==> config.mk <==
export PLATFORM = sky130hd
export DESIGN_NAME = bls_cell
export DESIGN_NICKNAME = d
export VERILOG_FILES = /design/src/hw/rtl/bls_pkg.sv /design/src/hw/rtl/bls_cell.sv
export SDC_FILE = /design/constraint.sdc
export NUM_CORES = 1
export LEC_CHECK = 0
export ABC_AREA = 1
export BUFFER_PORTS_ARGS = -buffer_cell sky130_fd_sc_hd__buf_2
export CAP_MARGIN = 20
export CORE_MARGIN = 10
export CORE_UTILIZATION = 41
export DETAILED_ROUTE_END_ITERATION = 8
export PLACE_DENSITY = 0.84
export SETUP_SLACK_MARGIN = 0.3
export SLEW_MARGIN = 20
export SYNTH_ARGS = -nofsm -noshare
export SYNTH_HDL_FRONTEND = slang
export SYNTH_SLANG_ARGS = --single-unit
==> constraint.sdc <==
create_clock -name clk_i -period 0.8 [get_ports clk_i]
set_input_delay 0.12 -clock clk_i [delete_from_list [all_inputs] [get_ports clk_i]]
set_output_delay 0.12 -clock clk_i [all_outputs]
set_load 0.03 [all_outputs]
==> src/hw/rtl/bls_pkg.sv <==
// ----------------------------------------------------------------------------
// bls_pkg
// types and constants shared by the bounded lifo stack and its cells
// ----------------------------------------------------------------------------
`default_nettype none

package bls_pkg;

  typedef enum logic [1:0] {
    OP_PUSH   = 2'd0,
    OP_POP    = 2'd1,
    OP_PEEK   = 2'd2,
    OP_CHANGE = 2'd3
  } bls_op_e;

  typedef enum logic [1:0] {
    ST_OK        = 2'd0,
    ST_OVERFLOW  = 2'd1,
    ST_UNDERFLOW = 2'd2,
    ST_BADINDEX  = 2'd3
  } bls_status_e;

  typedef enum logic {
    S_IDLE = 1'b0,
    S_SCAN = 1'b1
  } bls_state_e;

  localparam int unsigned WordW = 32;
  localparam int unsigned PosW  = 6;
  localparam int unsigned CapW  = 7;
  localparam logic signed [WordW-1:0] NegOne = -32'sd1;
  localparam logic [CapW-1:0] CapReset = 7'd64;

  typedef struct packed {
    bls_op_e                 op;
    logic signed [WordW-1:0] value;
    logic [PosW-1:0]         position;
  } bls_in_t;

  typedef struct packed {
    logic signed [WordW-1:0] data;
    bls_status_e             status;
    logic [CapW-1:0]         count;
    logic                    empty_res;
    logic                    full_res;
  } bls_out_t;

  // broadcast control for every cell of the chain
  typedef struct packed {
    logic             push;
    logic             pop;
    logic             wr;
    logic             rd;
    logic [WordW-1:0] value;
  } bls_cell_ctrl_t;

  // read token travelling toward the top cell
  typedef struct packed {
    logic             valid;
    logic [WordW-1:0] word;
  } bls_tok_t;

endpackage

`default_nettype wire

==> src/hw/rtl/bls_cell.sv <==
// ----------------------------------------------------------------------------
// bls_cell
// one stack cell: holds one word, shifts with its neighbors, passes read token
// ----------------------------------------------------------------------------
`default_nettype none

module bls_cell #(
  parameter int unsigned IDX  = 0,
  parameter int unsigned IdxW = 6
) (
  input  wire                         clk_i,
  input  wire                         rst_ni,
  input  bls_pkg::bls_cell_ctrl_t     ctrl_i,
  input  wire  [IdxW-1:0]             target_i,
  input  wire  [bls_pkg::WordW-1:0]   up_word_i,
  input  wire  [bls_pkg::WordW-1:0]   dn_word_i,
  input  bls_pkg::bls_tok_t           dn_tok_i,
  output logic [bls_pkg::WordW-1:0]   word_o,
  output bls_pkg::bls_tok_t           tok_o
);
  import bls_pkg::*;

  logic [WordW-1:0] word_d, word_q;
  bls_tok_t         tok_d, tok_q;
  logic             hit;

  assign hit = (target_i == IdxW'(IDX));

  always_comb begin
    word_d = word_q;
    if (ctrl_i.push) begin
      word_d = up_word_i;
    end else if (ctrl_i.pop) begin
      word_d = dn_word_i;
    end else if (ctrl_i.wr && hit) begin
      word_d = ctrl_i.value;
    end
  end

  always_comb begin
    if (ctrl_i.rd && hit) begin
      tok_d.valid = 1'b1;
      tok_d.word  = word_q;
    end else begin
      tok_d = dn_tok_i;
    end
  end

  always_ff @(posedge clk_i) begin
    word_q <= word_d;
  end

  always_ff @(posedge clk_i or negedge rst_ni) begin
    if (!rst_ni) begin
      tok_q <= '0;
    end else begin
      tok_q <= tok_d;
    end
  end

  assign word_o = word_q;
  assign tok_o  = tok_q;

endmodule

`default_nettype wire

==> flow_summary.ini, run 1 <==
[die]
io-pin-count = 206
num_rows = 30
start_util = 0.427
die_w_um = 105
die_h_um = 105

[logic_synthesis]
synth_top_cell_by_area = edfxtp_1
synth_top_area_frac = 0.326
synth_warnings = 0
syn_area_um2 = 2950
synth.net_count = 467
netlist_instances = 326
yosysMostFrequentCell = nand2_1
dominantRegCellSynth = dfrtp_1
synth.avg_cell_area_um2 = 9.04
synth_common_cells = nand2_1 (99), a21oi_1 (64), nor2_1 (34)
yosys_register_bits = 65
ys_types = 15
synthTopCellsByArea = edfxtp_1 (33%), dfrtp_1 (28%), nand2_1 (13%)
yosysSeqAreaShare = 0.606
async_reset_ff_frac = 0.508
synth_edf_count = 32

[clock_tree]
clk_root_buffer_cell = clkbuf_8
cts_buffers = 9
clock-sinks = 65
htree_levels = 3
clk_path_buf_depth = 2

[global_routing]
grt_max_degree = 34
overflow = 174
grt_antenna_before_repair = 9
grt_use_total = 0.651

[run_status]
status = did not finish
haltStage = global routing (5_1_grt)
error_line = [ERROR GRT-0232] Routing congestion too high. Check the congestion heatmap in the GUI.

[placement]
portBuffers = 205
routabilityCongestion = 0.797
place_hpwl_mm = 9.10

[timing]
worst_endpoint = tok_o[31]$_DFF_PN0_/D
worstEndpointType = register data pin
-- repair_timing --
action | 4_1_cts
hold endpoints to repair | 61
pin swaps | 55
hold buffers | 1
setup buffers | 33
setup endpoints to repair | 162
gates resized for setup | 285
gates cloned | 12
-- through the flow --
step	setup TNS (ns)	setup WS [ns]	area (µm²)	cells
floorplan	-16.87	-0.438	3250	326
CTS	-19.52	-0.278	6150	681
detailed placement	-29.90	-0.404	4360	619
global placement	-27.68	-0.369	4360	619
-- logic make-up after synthesis --
family / after synthesis / synth area share
compound gates: 64 / 0.109
buf+inv: 28 / 0.0518
flops: 65 / 0.606
simple gates: 169 / 0.233
-- layer usage --
layer | track usage | GRT overflow
met5 | 0.0223 | 0
met4 | 0.743 | 56
met3 | 0.449 | 0
met2 | 0.876 | 118
met1 | 0.603 | 0
==> run 2, diff against run 1 <==
CORE_UTILIZATION = 40   (was 41)
PLACE_DENSITY = not set   (was 0.84)
PLACE_DENSITY_LB_ADDON = 0.15   (was not set)
SETUP_SLACK_MARGIN = not set   (was 0.3)
==> flow_summary.ini, run 2 <==
[layout]
drive_gt1_frac = 0.570
final_area_um2 = 5910
fin_nets = 746
multi_input_area_um2 = 1330
antenna_cells = 0
fillers = 421
final_common_cell = buf_2
regArea_um2 = 1790
syn_to_final_growth_pct = 101
fin_util = 0.820
largest_register_ffs = 33
mostFrequentLayoutCells = buf_2 (134), buf_6 (78), nand2_1 (70)

[timing]
layout_min_cycle_time_ns = 1.07
finalHoldViolations = 0
tightest_slew_ns = 0.330
fin_crit_sh = 1.34
maxSlewViolCount = 0
rsz0062_at_grt = yes
max_freq_mhz = 931
holdWs_ns = 0.123
setup_viol = 129
relSlewSlack = 0.780
fin_ws_ns = -0.274
skew_ns = 0.0142

[power_and_ir_drop]
power_density_nw_per_um2 = 1670
p_total_mw = 9.86
ir_worst_vdd_v = 0.00102
power_leakage_nw = 2.81

[global_routing]
grt_pass1_vias = 3885
grt_pass1_wl_mm = 20.2
grt_max_degree = 33
overflow = 0
grt_antenna_before_repair = 0
grt_use_total = 0.228

[die]
die_w_um = 106
num_rows = 31
io-pin-count = 206
start_util = 0.409
die-area_um2 = 11200
core-area_um2 = 7210
die_h_um = 106

[run_status]
status = finished, violations left
violations = setup timing

[worst_hold_path]
holdPathEnd = word_o[20]
min_path_cells = 3
min_from = up_word_i[20]
hold_path.class = input port to flip-flop

[detailed_routing]
routed_wl_mm = 15.1
vias_per_cell = 5.16
drt-initial-drc-count = 220
wl_per_cell_um = 21.3
ant_nets = 0
firstDrtPassIters = 5
vias = 3658
drc_errors = 0

[setup_path]
cp-start-kind = flip-flop
end_kind = primary output
crit_fanout = 2
reg2reg_from = word_o[1]
cp_top_family = flip-flops
regToRegSetupSlack_ns = -0.07
worstPathCellList = buf_6
rr_worst_depth = 3
slowest_stage = edfxtp_1
arrival_ns = 0.95
r2r-end = tok_o[1]
crit_type = flip-flop to primary output
crit_path_max_incr_delay_ns = 0.45
critPathRequiredTime_ns = 0.68
cp.buffers_inverters = 1

[logic_synthesis]
synth.net_count = 467
yosysSeqAreaShare = 0.606
netlist_instances = 326
synth_top_cell_by_area = edfxtp_1
synth_edf_count = 32
syn_area_um2 = 2950
yosysMostFrequentCell = nand2_1
synth_common_cells = nand2_1 (99), a21oi_1 (64), nor2_1 (34)
ys_types = 15
synthTopCellsByArea = edfxtp_1 (33%), dfrtp_1 (28%), nand2_1 (13%)
yosys_register_bits = 65
async_reset_ff_frac = 0.508
synth_top_area_frac = 0.326
synth.avg_cell_area_um2 = 9.04
synth_warnings = 0
dominantRegCellSynth = dfrtp_1

[clock_tree]
clkLatencyLatePin_ns = 0.33
clk_pin_slew_ns = 0.08
cts_buffers = 9
cts_tree = yes
clk_path_buf_depth = 2
htree_levels = 3
clk_root_buffer_cell = clkbuf_8
clock-sinks = 65

[run]
drv_cap = 0

[placement]
portBuffers = 205
place_area_um2 = 4280
place_hpwl_mm = 8.70
routabilityCongestion = 0.790
-- run 2: worst max-delay path by stage --
stage	from	endpoint	cells after the start
floorplan	target_i[5]	word_o[0]	6
global placement	target_i[5]	word_o[29]	7
detailed placement	target_i[5]	tok_o[2]	7
CTS	word_o[22]	word_o[22]	1
global route	word_o[1]	word_o[1]	1
finish	word_o[1]	word_o[1]	1
-- run 2: cells by family after synthesis --
kind of cell           synth area share
AOI/OAI and AO/OA                 0.109
buffers and inverters            0.0518
DFF                               0.606
and+or+nand+nor                   0.233
-- run 2: layout make-up --
class | count | area share
inverter | 4 | 0.00254
timing repair buffer | 292 | 0.415
tap | 99 | 0.0209
clock inverter | 2 | 0.00592
multi-input combinational | 233 | 0.224
sequential | 65 | 0.302
clock buffer | 14 | 0.0292
-- run 2: routing by layer --
layer / global-route usage / share of wire / vias to the layer above
met3: 0.0786 / 0.086 / 44
met1: 0.240 / 0.35 / 1726
li1: - / - / 1648
met5: 0 / 0 / -
met2: 0.408 / 0.52 / 240
met4: 0.0861 / 0.037 / 0
-- run 2: timing repair --
item	CTS	global route
gates cloned	6	4
gates resized for setup	164	69
endpoints found under the hold margin	66	0
setup endpoints to repair	129	130
hold buffers	34	0
setup buffers	20	22
pin swaps	6	35
-- run 2: report_power, final --
part / internal (mW) / leakage, nW / total [mW] / switching (mW)
clock: 1.70 / 0.107 / 2.94 / 1.25
sequential: 3.85 / 0.709 / 4.08 / 0.229
combinational: 1.34 / 1.99 / 2.83 / 1.49
total: 6.89 / 2.81 / 9.86 / 2.97
-- run 2: per-stage QoR --
stage          setup TNS [ns]  setup WS [ns]  std cells
3_3_place_gp           -28.47         -0.365        625
5_1_grt                -22.50         -0.306        709
4_1_cts                -17.29         -0.281        697
2_1_floorplan          -16.70         -0.438        326
6_report               -18.97         -0.274        709
3_5_place_dp           -30.21         -0.415        625
(Power assumes the default switching activity.)
==> run 3, diff against run 2 <==
ABC_AREA = not set   (was 1)
SLEW_MARGIN = 25   (was 20)
==> flow_summary.ini, run 3 <==
[global_routing]
grt_max_degree = 34
overflow = 0
grt_antenna_before_repair = 0
grt_pass1_wl_mm = 15.4
grt_use_total = 0.173
grt_pass1_vias = 2984

[timing]
layout_min_cycle_time_ns = 1.05
maxSlewViolCount = 0
setup_viol = 129
relSlewSlack = 0.824
fin_ws_ns = -0.246
fin_crit_sh = 1.31
max_freq_mhz = 956
finalHoldViolations = 0
rsz0062_at_grt = yes
skew_ns = 0.00684
tightest_slew_ns = 0.262

[logic_synthesis]
synth.net_count = 353
synth_common_cells = dfrtp_1 (33), edfxtp_1 (32), mux2i_1 (32), nand2_1 (32), o21ai_0 (32)
yosys_register_bits = 65
netlist_instances = 212
async_reset_ff_frac = 0.508
yosysMostFrequentCell = dfrtp_1
synth_warnings = 0
syn_area_um2 = 2990
synth_edf_count = 32
synth_top_cell_by_area = edfxtp_1
synthTopCellsByArea = edfxtp_1 (32%), dfrtp_1 (28%), mux2_4 (15%)
synth.avg_cell_area_um2 = 14.1
synth_top_area_frac = 0.321
ys_types = 15
dominantRegCellSynth = dfrtp_1
yosysSeqAreaShare = 0.597

[detailed_routing]
wl_met2_mm = 5.30
wl_met3_um = 962
firstDrtPassIters = 4
ant_nets = 0
drc_errors = 0
vias_per_cell = 4.64
wl_met1_mm = 3.66
routed_wl_mm = 10.1
wl_per_cell_um = 18.2
drt-initial-drc-count = 49
top_layer = met4
vias = 2581

[setup_path]
critPathRequiredTime_ns = 1.01
crit_fanout = 26
cp-start-kind = input port
r2r-end = tok_o[24]
regToRegSetupSlack_ns = -0.15
reg2reg_from = word_o[24]
arrival_ns = 1.25
crit_type = input port to flip-flop
rr_worst_depth = 2
end_kind = flip-flop
crit_start = target_i[5]

[clock_tree]
clk_path_buf_depth = 2
clk_pin_slew_ns = 0.07
clk_root_buffer_cell = clkbuf_8
clock-sinks = 65
htree_levels = 3
cts_buffers = 9
clkLatencyLatePin_ns = 0.32
cts_tree = yes

[die]
die-area_um2 = 11300
num_rows = 31
start_util = 0.413
core-area_um2 = 7250
die_h_um = 107
io-pin-count = 206
die_w_um = 107

[power_and_ir_drop]
power_leakage_nw = 2.63
ir_worst_vdd_v = 0.00114
power_density_nw_per_um2 = 1790

[layout]
fin_util = 0.711
stdcell_count = 556
final_common_cell = buf_2
final_area_um2 = 5160
antenna_cells = 0
largest_register_ffs = 33
fin_nets = 593
syn_to_final_growth_pct = 72.3
drive_gt1_frac = 0.635
mostFrequentLayoutCells = buf_2 (137), buf_6 (69), dfrtp_1 (33)

[worst_hold_path]
holdPathEnd = tok_o[13]
min_from = dn_tok_i[13]
min_path_cells = 2
hold_path.class = input port to flip-flop

[placement]
routabilityCongestion = 0.779
place_hpwl_mm = 7.57
place_area_um2 = 4230
portBuffers = 205
dp_cells = 514

[run_status]
violations = setup timing
status = finished, violations left

[run]
drv_cap = 0
==> run 3: cell types whose count changed after synthesis, sizes merged, moves of 4 or more <==
cell / change
nand2: -67
nand3: -32
mux2i: +32
a21oi: -64
o21ai: +32
buf: -11
nor2: -35
mux2: +32
inv: -4
==> run 3: worst max path at each step <==
stage / endpoint / cells past startpoint
after floorplan: word_o[0] / 2
after global placement: word_o[14] / 4
after detailed placement: tok_o[19] / 5
after CTS: word_o[28] / 1
after global routing: word_o[28] / 1
final: tok_o[19] / 6
==> run 3: cells by family (layout without fill, tap and decap cells) <==
kind of cell,after synthesis,in the layout,synth area share
flip-flops,65,65,0.597
AO/OA/AOI/OAI,33,33,0.0568
buffers and inverters,14,259,0.0263
multiplexers,64,64,0.264
AND/OR/NAND/NOR,36,36,0.0564
==> run 3: final cells by class <==
type / count / area [µm²]
fillers: 546 / 2090
multi-input cells: 133 / 1130
clock inverters: 3 / 40.0
flip-flops and latches: 65 / 1790
repair buffers: 243 / 1920
well taps: 99 / 124
clock buffers: 13 / 159
==> run 3: worst max-delay path: stages <==
cell and delay [ns]:
buf_6 0.09, nor4_4 0.28, buf_4 0.16, nand3_4 0.07, buf_12 0.19, mux2_4 0.32
==> run 3: per-stage QoR <==
step	hold slack, ns	power (mW)	setup TNS, ns	setup slack, ns
6_report	0.0213	9.26	-24.54	-0.246
5_1_grt	0.00220	9.70	-29.52	-0.283
4_1_cts	0.00585	9.28	-25.82	-0.250
3_5_place_dp	0.0992	5.92	-44.13	-0.576
3_3_place_gp	0.0914	5.89	-42.67	-0.558
2_1_floorplan	-0.176	5.11	-33.44	-0.612
==> run 3: report_power, final <==
part           internal [mW]  switching, mW
clock                   1.60           1.16
sequential              3.85          0.186
combinational           1.27           1.19
==> run 3: metal layers <==
| layer | global-route usage | vias up |
|---|---|---|
| li1 | - | 1248 |
| met1 | 0.175 | 1182 |
| met2 | 0.311 | 136 |
| met3 | 0.0694 | 15 |
| met4 | 0.0706 | 0 |
| met5 | 0 | - |
==> run 3: timing repair <==
action / 4_1_cts / 5_1_grt
hold buffers: 2 / 1
pin swaps: 1 / 0
hold endpoints to repair: 34 / 1
resized for setup: 136 / 3
setup buffers: 14 / 6
cloned: 3 / 2
endpoints found under the setup margin: 129 / 132
==> run 4, diff against run 3 <==
MAX_ROUTING_LAYER = met4   (was not set)
RECOVER_POWER = 25   (was not set)
clock period = 1.1 ns   (was 0.8 ns; I/O delays follow)
==> flow_summary.ini, run 4 (synthesis results as in run 3) <==
[setup_path]
crit_start = word_o[31]
cp_top_family = flip-flops
crit_path_max_incr_delay_ns = 0.41
worstPathCellList = buf_4
end_kind = primary output
crit_fanout = 2
cp.buffers_inverters = 1
arrival_ns = 0.94
slowest_stage = edfxtp_1
r2r-end = tok_o[6]
cp-start-kind = flip-flop
regToRegSetupSlack_ns = 0.04
rr_worst_depth = 3
crit_type = flip-flop to primary output
worst-path-stages = 1
reg2reg_from = word_o[6]
critPathRequiredTime_ns = 0.94

[power_and_ir_drop]
power_leakage_nw = 2.43
ir_worst_vdd_v = 0.000642
power_density_nw_per_um2 = 1350

[detailed_routing]
wl_per_cell_um = 17.7
drt-initial-drc-count = 52
vias_per_cell = 4.60
wl_met2_mm = 5.17
routed_wl_mm = 9.67
drc_errors = 0
wl_met1_mm = 3.69
firstDrtPassIters = 4
vias = 2505
wl_met3_um = 689
top_layer = met4
ant_nets = 0

[clock_tree]
htree_levels = 3
cts_tree = yes
clk_root_buffer_cell = clkbuf_8
clk_path_buf_depth = 2
clock-sinks = 65
clkLatencyLatePin_ns = 0.33
clk_pin_slew_ns = 0.07
cts_buffers = 9

[worst_hold_path]
holdPathEnd = tok_o[32]
min_path_cells = 2
min_from = dn_tok_i[32]
hold_path.class = input port to flip-flop

[timing]
fin_crit_sh = 1.00
skew_ns = 0.00788
layout_min_cycle_time_ns = 1.10
relSlewSlack = 0.680
finalHoldViolations = 0
fin_ws_ns = -0.00129
maxSlewViolCount = 0
rsz0062_at_grt = yes
tightest_slew_ns = 0.480
tns_ns = -0.00129
setup_viol = 1
max_freq_mhz = 908
holdWs_ns = 0.0204

[layout]
final_common_cell = buf_2
largest_register_ffs = 33
mostFrequentLayoutCells = buf_2 (175), dfrtp_1 (33)
syn_to_final_growth_pct = 56.7
fin_nets = 582
antenna_cells = 0
drive_gt1_frac = 0.628
fillers = 593

[die]
io-pin-count = 206
die-area_um2 = 11300
die_w_um = 107
die_h_um = 107
core-area_um2 = 7250
start_util = 0.413
num_rows = 31

[run]
drv_cap = 0

[global_routing]
grt_use_total = 0.166
overflow = 0
grt_pass1_wl_mm = 14.1
grt_antenna_before_repair = 0
grt_pass1_vias = 2802
grt_max_degree = 37

[placement]
place_hpwl_mm = 7.66
routabilityCongestion = 0.770
portBuffers = 205

[run_status]
status = finished, violations left
violations = setup timing
==> run 4: cell count changes in the layout (fill, tap and decap cells not counted), moves of 3 or more <==
| cell | previous run | this run |
|---|---|---|
| buf_12 | 9 | 5 |
| o21ai_0 | 3 | 32 |
| buf_6 | 69 | 26 |
| o21ai_1 | 29 | 0 |
| buf_2 | 137 | 175 |
| buf_4 | 21 | 24 |
==> run 4: routing by layer <==
metal / global-route usage / vias to the layer above
met5: - / -
met4: 0.0648 / 0
met3: 0.0562 / 8
met2: 0.295 / 116
met1: 0.164 / 1159
li1: - / 1222
==> run 4: where the power goes <==
group	internal, mW	switching (mW)	total, mW	leakage [nW]
Sequential	2.80	0.111	2.91	0.714
Clock	1.00	0.851	1.85	0.0927
Combinational	0.748	0.833	1.58	1.63
==> run 4: metrics by stage <==
stage	power, mW	util	setup WS [ns]	cells	area [µm²]
floorplan	3.67	-	-0.357	212	3010
global route	6.66	0.647	-0.0399	545	4690
global placement	4.26	0.581	-0.314	512	4220
CTS	6.26	0.623	-0.00750	534	4520
finish	6.34	0.647	-0.00129	545	4690
detailed placement	4.29	0.581	-0.331	512	4220
==> run 4: worst max path at each step <==
stage / slack [ns] / end
finish: -0.001 / word_o[31]
global route: -0.04 / word_o[31]
CTS: -0.007 / word_o[8]
detailed placement: -0.33 / tok_o[6]
global placement: -0.31 / word_o[12]
floorplan: -0.36 / word_o[0]
==> run 4: cell type report <==
class	instances	area, µm²	area share
sequential	65	1790	0.381
timing repair buffer	232	1470	0.313
multi-input combinational	133	1130	0.241
clock buffer	14	173	0.0368
tap	99	124	0.0264
clock inverter	2	12.5	0.00267
==> run 4: timing repair <==
item                       4_1_cts  5_1_grt
resized for setup               23       48
setup endpoints to repair       15       56
pin swaps                        0        0
hold endpoints to repair        33        0
hold buffers                     1        0
setup buffers                    5       11
